--- config.mk ---
export PLATFORM = sky130hd
export DESIGN_NAME = sparse_polynomial_evaluator_unit
export DESIGN_NICKNAME = d
export VERILOG_FILES = /design/src/rtl/core/spe_pkg.sv /design/src/rtl/core/spe_qmul.sv /design/src/rtl/core/spe_datapath.sv /design/src/rtl/core/spe_ctrl.sv /design/src/rtl/core/sparse_polynomial_evaluator_unit.sv
export SDC_FILE = /design/constraint.sdc
export NUM_CORES = 2
export LEC_CHECK = 0
export BUFFER_PORTS_ARGS = -buffer_cell sky130_fd_sc_hd__buf_2
export CAP_MARGIN = 20
export CORE_UTILIZATION = 45
export DETAILED_ROUTE_END_ITERATION = 12
export GPL_TIMING_DRIVEN = 1
export PLACE_DENSITY = 0.61
export SLEW_MARGIN = 10
export SYNTH_ARGS = -nofsm -noshare
export SYNTH_HDL_FRONTEND = slang
export SYNTH_HIERARCHICAL = 1
export SYNTH_SLANG_ARGS = --single-unit
export TNS_END_PERCENT = 100
--- constraint.sdc ---
create_clock -name clk -period 28.4 [get_ports clk]
set_input_delay 5.68 -clock clk [delete_from_list [all_inputs] [get_ports clk]]
set_output_delay 5.68 -clock clk [all_outputs]
set_load 0.005 [all_outputs]
--- src/rtl/core/spe_pkg.sv ---
// ============================================================================
// spe_pkg: shared types and constants of the sparse polynomial evaluator
// Holds the request and result structs, fixed-point limits and the
// command and status groups that pass between the controller and datapath.
// ============================================================================
package spe_pkg;

    localparam int MAX_EXP_BITS = 5;

    localparam int X_W     = 24;
    localparam int COEF_W  = 32;
    localparam int EXP_W   = 5;
    localparam int VAL_W   = 48;
    localparam int FRAC_W  = 16;
    localparam int CHUNK_W = 32;
    localparam int ACC_W   = 2 * VAL_W + 1;

    localparam logic signed [VAL_W-1:0] Q_ONE   = VAL_W'(1) << FRAC_W;
    localparam logic signed [VAL_W-1:0] SUM_MAX = {1'b0, {(VAL_W-1){1'b1}}};
    localparam logic signed [VAL_W-1:0] SUM_MIN = {1'b1, {(VAL_W-1){1'b0}}};

    typedef struct packed {
        logic signed [X_W-1:0]    x_value;
        logic signed [COEF_W-1:0] coef;
        logic [EXP_W-1:0]         exponent;
        logic                     last_term;
    } item_t;

    typedef struct packed {
        logic signed [VAL_W-1:0] poly_value;
        logic                    overflow;
    } result_t;

    typedef enum logic [3:0] {
        S_IDLE,
        S_SETUP,
        S_BIT,
        S_PMUL,
        S_SQR,
        S_BMUL,
        S_TERM,
        S_TMUL,
        S_ACC,
        S_DONE
    } state_t;

    typedef enum logic [1:0] {
        MUL_PB,
        MUL_BB,
        MUL_CP
    } mul_sel_t;

    typedef struct packed {
        logic     load;
        logic     mul_start;
        mul_sel_t mul_sel;
        logic     take_p;
        logic     take_b;
        logic     take_term;
        logic     shift_e;
        logic     accumulate;
        logic     emit;
    } dp_cmd_t;

    typedef struct packed {
        logic coef_zero;
        logic e_zero;
        logic e_bit0;
        logic e_more;
        logic last;
        logic mul_done;
        logic out_free;
    } dp_status_t;

endpackage

--- src/rtl/core/spe_qmul.sv ---
// ============================================================================
// spe_qmul: multi-cycle Q.16 multiplier with rounding and saturation
// Forms the exact magnitude product from four 32x32 partial products on one
// multiplier, rounds half away from zero and saturates to 48 bits.
// ============================================================================
module spe_qmul
    import spe_pkg::*;
(
    input  logic                    clk,
    input  logic                    rst_n,
    input  logic                    start,
    input  logic signed [VAL_W-1:0] a,
    input  logic signed [VAL_W-1:0] b,
    output logic                    done,
    output logic signed [VAL_W-1:0] res,
    output logic                    ovf
);

    localparam logic [2:0] LAST_PP   = 3'd3;
    localparam logic [2:0] LAST_STEP = 3'd5;
    localparam int         HI_W      = VAL_W - CHUNK_W;

    logic                busy_reg;
    logic [2:0]          step_reg;
    logic                neg_reg;
    logic [VAL_W-1:0]    ma_reg;
    logic [VAL_W-1:0]    mb_reg;
    logic [2*CHUNK_W-1:0] pp_reg;
    logic [1:0]          sh_reg;
    logic [ACC_W-1:0]    acc_reg;

    logic [VAL_W-1:0]     a_mag;
    logic [VAL_W-1:0]     b_mag;
    logic [CHUNK_W-1:0]   a_chunk;
    logic [CHUNK_W-1:0]   b_chunk;
    logic [2*CHUNK_W-1:0] prod;
    logic [ACC_W-1:0]     addend;
    logic [VAL_W-1:0]     q48;
    logic [VAL_W-1:0]     limit;
    logic                 big;

    assign a_mag = a[VAL_W-1] ? VAL_W'(-a) : VAL_W'(a);
    assign b_mag = b[VAL_W-1] ? VAL_W'(-b) : VAL_W'(b);

    // Step bit 0 picks the high part of a, bit 1 the high part of b.
    assign a_chunk = step_reg[0] ? {{(CHUNK_W-HI_W){1'b0}}, ma_reg[VAL_W-1:CHUNK_W]}
                                 : ma_reg[CHUNK_W-1:0];
    assign b_chunk = step_reg[1] ? {{(CHUNK_W-HI_W){1'b0}}, mb_reg[VAL_W-1:CHUNK_W]}
                                 : mb_reg[CHUNK_W-1:0];
    assign prod    = a_chunk * b_chunk;

    always_comb
    begin
        case (sh_reg)
            2'd1:    addend = ACC_W'(pp_reg) << CHUNK_W;
            2'd2:    addend = ACC_W'(pp_reg) << (2 * CHUNK_W);
            default: addend = ACC_W'(pp_reg);
        endcase
    end

    // The accumulator starts at half an LSB of the result, so the slice
    // above the fraction bits is already rounded.
    assign q48   = acc_reg[VAL_W+FRAC_W-1:FRAC_W];
    assign limit = neg_reg ? VAL_W'(SUM_MIN) : VAL_W'(SUM_MAX);
    assign big   = (|acc_reg[ACC_W-1:VAL_W+FRAC_W]) || (q48 > limit);

    assign done = busy_reg && (step_reg == LAST_STEP);
    assign ovf  = big;
    assign res  = big ? (neg_reg ? SUM_MIN : SUM_MAX)
                      : (neg_reg ? VAL_W'(-q48) : VAL_W'(q48));

    always_ff @(posedge clk or negedge rst_n)
    begin
        if (!rst_n)
        begin
            busy_reg <= 1'b0;
            step_reg <= '0;
        end
        else if (start)
        begin
            busy_reg <= 1'b1;
            step_reg <= '0;
        end
        else if (busy_reg)
        begin
            if (step_reg == LAST_STEP)
                busy_reg <= 1'b0;
            else
                step_reg <= step_reg + 3'd1;
        end
    end

    always_ff @(posedge clk)
    begin
        if (start)
        begin
            neg_reg <= a[VAL_W-1] ^ b[VAL_W-1];
            ma_reg  <= a_mag;
            mb_reg  <= b_mag;
            acc_reg <= ACC_W'(1) << (FRAC_W - 1);
        end
        else if (busy_reg)
        begin
            if (step_reg <= LAST_PP)
            begin
                pp_reg <= prod;
                sh_reg <= 2'(step_reg[0]) + 2'(step_reg[1]);
            end
            if (step_reg != 3'd0 && step_reg <= LAST_PP + 3'd1)
                acc_reg <= acc_reg + addend;
        end
    end

    a_start_idle: assert property (@(posedge clk) disable iff (!rst_n)
        start |-> !busy_reg)
        else $error("multiplier started while busy");

    a_done_frees: assert property (@(posedge clk) disable iff (!rst_n)
        done |=> !busy_reg)
        else $error("multiplier still busy after done");

endmodule

--- src/rtl/core/spe_datapath.sv ---
// ============================================================================
// spe_datapath: registers and arithmetic of the polynomial evaluator
// Holds the latched point, power, base, term and saturating accumulator,
// and the output register of the result channel.
// ============================================================================
module spe_datapath
    import spe_pkg::*;
(
    input  logic       clk,
    input  logic       rst_n,
    input  dp_cmd_t    cmd,
    output dp_status_t status,
    input  item_t      item,
    output logic       result_valid,
    input  logic       result_stall,
    output result_t    result
);

    logic signed [X_W-1:0]    held_x_reg;
    logic                     first_reg;
    logic signed [VAL_W-1:0]  sum_reg;
    logic                     sat_reg;
    logic signed [COEF_W-1:0] coef_reg;
    logic [MAX_EXP_BITS-1:0]  e_reg;
    logic                     last_reg;
    logic signed [VAL_W-1:0]  p_reg;
    logic signed [VAL_W-1:0]  b_reg;
    logic                     povf_reg;
    logic signed [VAL_W-1:0]  term_reg;
    logic                     tovf_reg;
    logic                     result_valid_reg;
    result_t                  result_reg;

    logic [EXP_W:0]          exp_ext;
    logic signed [X_W-1:0]   x_use;
    logic signed [VAL_W-1:0] mul_a;
    logic signed [VAL_W-1:0] mul_b;
    logic                    mul_done;
    logic signed [VAL_W-1:0] mul_res;
    logic                    mul_ovf;
    logic signed [VAL_W:0]   sum_wide;
    logic                    add_ovf;
    logic signed [VAL_W-1:0] sum_sat;

    assign exp_ext = {1'b0, item.exponent};
    assign x_use   = first_reg ? item.x_value : held_x_reg;

    always_comb
    begin
        unique case (cmd.mul_sel)
            MUL_PB:  begin mul_a = p_reg; mul_b = b_reg; end
            MUL_BB:  begin mul_a = b_reg; mul_b = b_reg; end
            MUL_CP:
            begin
                mul_a = {{(VAL_W-COEF_W){coef_reg[COEF_W-1]}}, coef_reg};
                mul_b = p_reg;
            end
            default: begin mul_a = p_reg; mul_b = b_reg; end
        endcase
    end

    spe_qmul u_qmul (
        .clk   (clk),
        .rst_n (rst_n),
        .start (cmd.mul_start),
        .a     (mul_a),
        .b     (mul_b),
        .done  (mul_done),
        .res   (mul_res),
        .ovf   (mul_ovf)
    );

    assign sum_wide = {sum_reg[VAL_W-1], sum_reg} + {term_reg[VAL_W-1], term_reg};
    assign add_ovf  = sum_wide[VAL_W] != sum_wide[VAL_W-1];
    assign sum_sat  = add_ovf ? (sum_wide[VAL_W] ? SUM_MIN : SUM_MAX)
                              : sum_wide[VAL_W-1:0];

    always_comb
    begin
        status.coef_zero = (coef_reg == '0);
        status.e_zero    = (e_reg == '0);
        status.e_bit0    = e_reg[0];
        status.e_more    = ((e_reg >> 1) != '0);
        status.last      = last_reg;
        status.mul_done  = mul_done;
        status.out_free  = !result_valid_reg || !result_stall;
    end

    // Polynomial-level state: sum and overflow flag clear, and x re-arms, when a result is emitted.
    always_ff @(posedge clk or negedge rst_n)
    begin
        if (!rst_n)
        begin
            held_x_reg <= '0;
            first_reg  <= 1'b1;
            sum_reg    <= '0;
            sat_reg    <= 1'b0;
        end
        else
        begin
            if (cmd.load)
            begin
                held_x_reg <= x_use;
                first_reg  <= 1'b0;
            end
            if (cmd.accumulate)
            begin
                sum_reg <= sum_sat;
                sat_reg <= sat_reg | povf_reg | tovf_reg | add_ovf;
            end
            if (cmd.emit)
            begin
                sum_reg   <= '0;
                sat_reg   <= 1'b0;
                first_reg <= 1'b1;
            end
        end
    end

    always_ff @(posedge clk)
    begin
        if (cmd.load)
        begin
            coef_reg <= item.coef;
            e_reg    <= exp_ext[MAX_EXP_BITS-1:0];
            last_reg <= item.last_term;
            p_reg    <= Q_ONE;
            b_reg    <= {{(VAL_W-X_W){x_use[X_W-1]}}, x_use};
            povf_reg <= 1'b0;
        end
        else
        begin
            if (cmd.take_p)
            begin
                p_reg    <= mul_res;
                povf_reg <= povf_reg | mul_ovf;
            end
            if (cmd.take_b)
            begin
                b_reg    <= mul_res;
                povf_reg <= povf_reg | mul_ovf;
            end
            if (cmd.shift_e)
                e_reg <= e_reg >> 1;
        end
        if (cmd.take_term)
        begin
            term_reg <= mul_res;
            tovf_reg <= mul_ovf;
        end
        if (cmd.emit)
        begin
            result_reg.poly_value <= sum_reg;
            result_reg.overflow   <= sat_reg;
        end
    end

    always_ff @(posedge clk or negedge rst_n)
    begin
        if (!rst_n)
            result_valid_reg <= 1'b0;
        else if (cmd.emit)
            result_valid_reg <= 1'b1;
        else if (!result_stall)
            result_valid_reg <= 1'b0;
    end

    assign result_valid = result_valid_reg;
    assign result       = result_reg;

    a_no_overwrite: assert property (@(posedge clk) disable iff (!rst_n)
        cmd.emit |-> (!result_valid_reg || !result_stall))
        else $error("pending result overwritten");

    a_take_on_done: assert property (@(posedge clk) disable iff (!rst_n)
        (cmd.take_p || cmd.take_b || cmd.take_term) |-> mul_done)
        else $error("multiplier result taken before it was ready");

endmodule

--- src/rtl/core/spe_ctrl.sv ---
// ============================================================================
// spe_ctrl: sequencing controller of the polynomial evaluator
// Walks the exponent bits least significant first, issuing power and
// squaring multiplies, then the coefficient multiply and accumulate, emitting on the last term.
// ============================================================================
module spe_ctrl
    import spe_pkg::*;
(
    input  logic       clk,
    input  logic       rst_n,
    input  logic       item_valid,
    output logic       item_stall,
    input  dp_status_t status,
    output dp_cmd_t    cmd
);

    state_t state_reg;
    state_t state_next;

    always_ff @(posedge clk or negedge rst_n)
    begin
        if (!rst_n)
            state_reg <= S_IDLE;
        else
            state_reg <= state_next;
    end

    always_comb
    begin
        state_next = state_reg;
        cmd        = '0;
        cmd.mul_sel = MUL_PB;
        item_stall = 1'b1;

        unique case (state_reg)
            S_IDLE:
            begin
                item_stall = 1'b0;
                if (item_valid)
                begin
                    cmd.load   = 1'b1;
                    state_next = S_SETUP;
                end
            end
            S_SETUP:
            begin
                // A zero coefficient contributes nothing, not even overflow.
                if (status.coef_zero)
                    state_next = S_DONE;
                else if (status.e_zero)
                    state_next = S_TERM;
                else
                    state_next = S_BIT;
            end
            S_BIT:
            begin
                if (status.e_bit0)
                begin
                    cmd.mul_start = 1'b1;
                    cmd.mul_sel   = MUL_PB;
                    state_next    = S_PMUL;
                end
                else
                    state_next = S_SQR;
            end
            S_PMUL:
            begin
                cmd.mul_sel = MUL_PB;
                if (status.mul_done)
                begin
                    cmd.take_p = 1'b1;
                    state_next = S_SQR;
                end
            end
            S_SQR:
            begin
                // The base is only squared while higher exponent bits remain.
                if (status.e_more)
                begin
                    cmd.mul_start = 1'b1;
                    cmd.mul_sel   = MUL_BB;
                    state_next    = S_BMUL;
                end
                else
                    state_next = S_TERM;
            end
            S_BMUL:
            begin
                cmd.mul_sel = MUL_BB;
                if (status.mul_done)
                begin
                    cmd.take_b  = 1'b1;
                    cmd.shift_e = 1'b1;
                    state_next  = S_BIT;
                end
            end
            S_TERM:
            begin
                cmd.mul_start = 1'b1;
                cmd.mul_sel   = MUL_CP;
                state_next    = S_TMUL;
            end
            S_TMUL:
            begin
                cmd.mul_sel = MUL_CP;
                if (status.mul_done)
                begin
                    cmd.take_term = 1'b1;
                    state_next    = S_ACC;
                end
            end
            S_ACC:
            begin
                cmd.accumulate = 1'b1;
                state_next     = S_DONE;
            end
            S_DONE:
            begin
                if (!status.last)
                    state_next = S_IDLE;
                else if (status.out_free)
                begin
                    cmd.emit   = 1'b1;
                    state_next = S_IDLE;
                end
            end
            default:
                state_next = S_IDLE;
        endcase
    end

endmodule

--- src/rtl/core/sparse_polynomial_evaluator_unit.sv ---
// ============================================================================
// sparse_polynomial_evaluator_unit: sparse polynomial evaluator, top level
// Sums coef * x^exponent over a stream of monomials in signed Q.16 fixed
// point with saturation, emitting one result on each last monomial.
//
//   channel  | handshake                 | payload
//   ---------+---------------------------+----------------------------------
//   item     | item_valid / item_stall   | x_value, coef, exponent, last_term
//   result   | result_valid / result_stall | poly_value, overflow
//
// One monomial is processed at a time. A zero coefficient needs no multiply,
// a zero exponent only the coefficient multiply; every multiply runs on the
// shared 32x32 unit, and exponent 31 needs five power and four squaring
// multiplies plus the coefficient multiply.
// Reset clears the accumulator and overflow flag and arms latching of x.
// A result waits in the output register while the next request is taken;
// only a second result behind a stalled one holds the sequencer.
// ============================================================================
module sparse_polynomial_evaluator_unit
    import spe_pkg::*;
(
    input  logic    clk,
    input  logic    rst_n,
    input  logic    item_valid,
    output logic    item_stall,
    input  item_t   item,
    output logic    result_valid,
    input  logic    result_stall,
    output result_t result
);

    dp_cmd_t    cmd;
    dp_status_t status;

    spe_ctrl u_ctrl (
        .clk        (clk),
        .rst_n      (rst_n),
        .item_valid (item_valid),
        .item_stall (item_stall),
        .status     (status),
        .cmd        (cmd)
    );

    spe_datapath u_datapath (
        .clk          (clk),
        .rst_n        (rst_n),
        .cmd          (cmd),
        .status       (status),
        .item         (item),
        .result_valid (result_valid),
        .result_stall (result_stall),
        .result       (result)
    );

endmodule

======== After elaboration in Yosys (flattened, before gate mapping) ========
Cells that the tools add are included.
word-level totals
  logic and storage cells ................. 146
  input port bits ......................... 66
  bits in registers ....................... 576
operators by class
  bitwise logic cells ..................... 6
  multiply operators ...................... 1
  muxes and demuxes ....................... 59
  $add $sub $neg .......................... 7
  equality and inequality tests ........... 22
  reduce and logical (&&, ||, !) cells .... 22
  order comparisons ....................... 3
operators by type and width
  kind                  count
  $mux W48              10
  $pmux W97 S2          1
  $neg A48 Y48          3
  $add A97 B97 Y97      1
  $pmux W48 S2          1
  $mux W47              2
  $mul A32 B32 Y64      1
  $mux W32              2
  $add A48 B48 Y49      1
  $gt A48 B48 Y1        1
  $pmux W4 S10          1
  $reduce_or A33 Y1     1
  $logic_not A32 Y1     1
  $mux W4               7
  $mux W24              1
  $mux W1               22
  $mux W3               7
  $eq A4 B3 Y1 const B  4
  $mux W5               2
  $reduce_bool A2 Y1    5
  $eq A4 B2 Y1 const B  2
  $eq A4 B4 Y1 const B  2
  $ne A2 B1 Y1 const B  4
  $pmux W2 S4           1
  other kinds (27)      37

======== Longest topological paths before layout ========
  word-level depth ........................ 7
  mapped depth ............................ 33
  mapped depth without buffers ............ 30

======== Hierarchy ========
Netlist, hierarchy kept.
modules (own cells, without submodules)
  module        area each (µm²)  times used  sequential area each (µm²)  cells an instance
  spe_qmul      52097.5          1           6936.7                      6054
  spe_datapath  15529.9          1           8384.3                      1404
  spe_ctrl      429.2            1           100.1                       59

======== Worst setup path after synthesis ========
OpenSTA, ideal clock, no wires.
  kind .................................... register -> register
  start point ............................. register u_datapath.u_qmul.step_reg[0]
  end point ............................... register u_datapath.u_qmul.pp_reg[57] (data pin)
  arrival ................................. 8.654 ns
  setup time .............................. 0.259 ns
  stages on the path, launching flop included .. 33
  data required time ...................... 28.141 ns
  slack ................................... 19.487 ns
  cell sequence ........................... dfrtp_1 -> clkbuf_1 -> clkbuf_1 -> buf_1 -> mux2i_1 -> clkbuf_1 -> nor2_1 -> fa_1 -> fa_1 -> fa_1 -> inv_1 -> fa_1 -> inv_1 -> fa_1 -> inv_1 -> fa_1 -> inv_1 -> fa_1 -> inv_1 -> fa_1 -> inv_1 -> ha_1 -> a21o_1 -> a21o_1 -> a221oi_1 -> a21boi_0 -> o21ai_0 -> a21oi_1 -> a41oi_1 -> a221o_1 -> a21oi_1 -> nor2_1 -> o31a_1
between the ends
  cells in the longest elaborated chain, start to end .. 2
ends and longest elaborated chain
  item                            line             text
  start: declaration              spe_qmul.sv:24   logic [2:0] step_reg;
  start signal: assignment        spe_qmul.sv:89   step_reg <= step_reg + 3'd1;
  $mux W32                        spe_qmul.sv:46   assign a_chunk = step_reg[0] ? {{(CHUNK_W-HI_W){1'b0}}, ma_reg[VAL_W-1:CHUNK_W]}
  $mul A32 B32 Y64                spe_qmul.sv:50   assign prod = a_chunk * b_chunk;
  net u_datapath.u_qmul.prod[57]  spe_qmul.sv:36   logic [2*CHUNK_W-1:0] prod;
  end signal: assignment          spe_qmul.sv:106  pp_reg <= prod;
  end: declaration                spe_qmul.sv:28   logic [2*CHUNK_W-1:0] pp_reg;
The timed path passes the listed nets, and every way through them passes these cells.
A chain may end at the register's enable or synchronous reset.

======== Final worst setup path ========
Ends and elaborated chain as after synthesis.

==> results.cfg <==
[synth]
syn_area_mm2 = 0.0681
synth_ff_type = edfxtp_1
synthCells = 7517
ys_ff_latch = 576
ys_seq_area_frac = 0.227
synth-edff-count = 347
yosys_warnings = 6
synth.top_cell.area_share = 0.264
async_flop_share = 0.144
ys_top_cells_by_area = fa_1 (26%), edfxtp_1 (15%), ha_1 (8.6%)
synth.net_count = 8947
ys_types = 96
yosysTopAreaCell = fa_1
avgSynthCellArea_um2 = 9.05

[layout]
largest_register_ff_count = 97
layout_common_cells = inv_1 (980), nand2_1 (920), fa_1 (898)
layout-drive-gt1-share = 0.0762
syn_to_final_growth_pct = 7.23
final_nets = 8851
post-route-util = 0.487
final_common_cell = inv_1

[power]
power_per_cell_area_mw_per_mm2 = 23.5
p_int_mw = 1.34
peakVddDrop_uv = 62.6
p_sw_mw = 0.376
switching_share = 0.219
seq_power_share = 0.511
clockPowerShare = 0.484
comb_power_share = 0.005
p_leak_nw = 33.8

[cts]
cts_made_buffers = 59
cts.sinks = 576
cts_tree = built
post-cts-setup-buffers = 0
hold_buffers = 0
htreeDepth = 2
clockBufferDepth = 3
cts-resized-gates = 0
worstSkewPairLatency_ns = 0.70
clkTransAtPathRegs_ns = 0.07
cts-root-buf = clkbuf_16

[timing]
skew_ns = 0.0818
rsz0062_at_grt = no
slew_viol_final = 0
setup_violations = 0
period_share = 0.356
slew_headroom = 0.117
tightest_slew_ns = 1.31
fin_tns_setup_ns = 0
max_freq_ghz = 0.0989
timing_hold_violations_final = 0
period_minus_slack_ns = 10.11

[global_routing]
antenna_found_initial = 18
gr-total-overflow = 0
grtUsageTotal = 0.309
grt_pass1_vias = 55500
grt_max_degree = 96
grt_pass1_wl_um = 352000

[critical_path]
worstPathRequired_ns = 28.82
worst_path_most_repeated_cell = fa_1
start_kind = register
worstSetupPathType = register to register
timing.rr.start = u_datapath/u_qmul/step_reg[0]
worstSetupStartpoint = u_datapath/u_qmul/step_reg[0]
crit_arrival_ns = 10.53
critical_path.max_fanout = 30
crit_slowest_cell = dfrtp_2
critPathMaxStageDelay_ns = 0.83
critical_path.endpoint_type = register

[drt]
vias = 55800
wl_um = 236000
viasPerCell = 5.87
drc = 0
drt_iter0_markers = 5452
avgRoutedWirePerCell_um = 24.9
ant_nets = 0
firstDrtPassIters = 8

[floorplanning]
coreArea_mm2 = 0.150
start_util = 0.454
pin_count = 117
dieHeight_um = 391
die_width_um = 391
rows = 142
dieArea_mm2 = 0.153

[min_path]
min_path_type = register to register
hp-start = u_datapath/u_qmul/acc_reg[4]

[flow_run]
drv_cap = 0

[placed_design]
port_buffers = 116
dp_hpwl_um = 183000
place_congestion = 0.997

[run_status]
status = finished, final reports clean
[metal layers]
metal	vias to the layer above	wire length [um]	GRT usage
met5	-	76	0
met2	2477	105000	0.478
met4	12	11200	0.127
met1	28100	96500	0.415
li1	24700	-	-
met3	514	22800	0.0745
[area by class of cell]
type / count / area [um2]
fillers: 14400 / 77000
multi-input cells: 5530 / 47500
flip-flops and latches: 576 / 15400
inverters: 983 / 3690
well taps: 2016 / 2520
repair buffers: 271 / 1770
clock buffers: 70 / 1550
clock inverters: 42 / 500
diodes: 10 / 25.0
[Yosys cell counts, types with 105 or more instances]
| cell type | instances |
|---|---|
| edfxtp_1 | 347 |
| xnor2_1 | 197 |
| a21oi_1 | 409 |
| mux2_2 | 107 |
| o21ai_0 | 330 |
| fa_1 | 898 |
| dfxtp_1 | 146 |
| a22o_1 | 106 |
| nor2_1 | 828 |
| a21o_1 | 118 |
| inv_1 | 980 |
| nand2_1 | 921 |
| ha_1 | 466 |
| mux2i_1 | 105 |
| clkbuf_1 | 372 |
[critical path: cells and delay by family, from the launching register on]
kind	cells	cell delay (ns)
simple gates	3	0.42
fa+ha+maj	9	4.45
compound gates	10	2.77
flops	1	0.83
buf+inv	8	1.34
[cell families (layout without fill, tap and decap cells)]
| kind of cell | count (synthesis) | in the layout | share of synthesized area |
|---|---|---|---|
| and+or+nand+nor | 2295 | 2295 | 0.146 |
| buffers and inverters | 1411 | 1366 | 0.0791 |
| AOI/OAI and AO/OA | 1383 | 1383 | 0.130 |
| adders and majority gates | 1364 | 1364 | 0.350 |
| xor gates and xnor gates | 276 | 276 | 0.0355 |
| other | 0 | 10 | 0 |
| DFF | 576 | 576 | 0.227 |
| muxes | 212 | 212 | 0.0331 |
[through the flow]
stage	worst slack [ns]	hold WS [ns]	cell area (um2)	std cells	power, mW
final	18.29	0.461	73000	9498	1.72
after global routing	17.90	0.482	73000	9488	1.76
after CTS	18.41	0.458	73000	9488	1.73
after detailed placement	18.47	0.450	70900	9376	0.905
after global placement	18.61	0.442	70900	9373	0.905
after floorplan	19.49	0.426	68100	7517	0.896
[final timing paths]
path | depth (start not counted) | slack, ns | to
min in group asynchronous | 1 | 4.95 | u_datapath/sum_reg[12]
worst min register to register | 2 | 0.46 | u_datapath/u_qmul/acc_reg[4]
worst max-delay path | 30 | 18.29 | u_datapath/u_qmul/pp_reg[57]
worst max register to register | 30 | 18.29 | u_datapath/u_qmul/pp_reg[57]
max in group asynchronous | 2 | 22.19 | u_datapath/u_qmul/step_reg[1]
worst min-delay path | 2 | 0.46 | u_datapath/u_qmul/acc_reg[4]
[power groups by stage]
stage	logic [mW]	registers, mW	clock network [mW]
3_5_place_dp	0.00933	0.896	0
4_1_cts	0.00933	0.878	0.847
3_3_place_gp	0.00918	0.896	0
2_1_floorplan	0.000146	0.896	0
6_report	0.00901	0.878	0.830
5_1_grt	0.00985	0.877	0.878
Note: power is estimated with default switching activity, not from simulation.
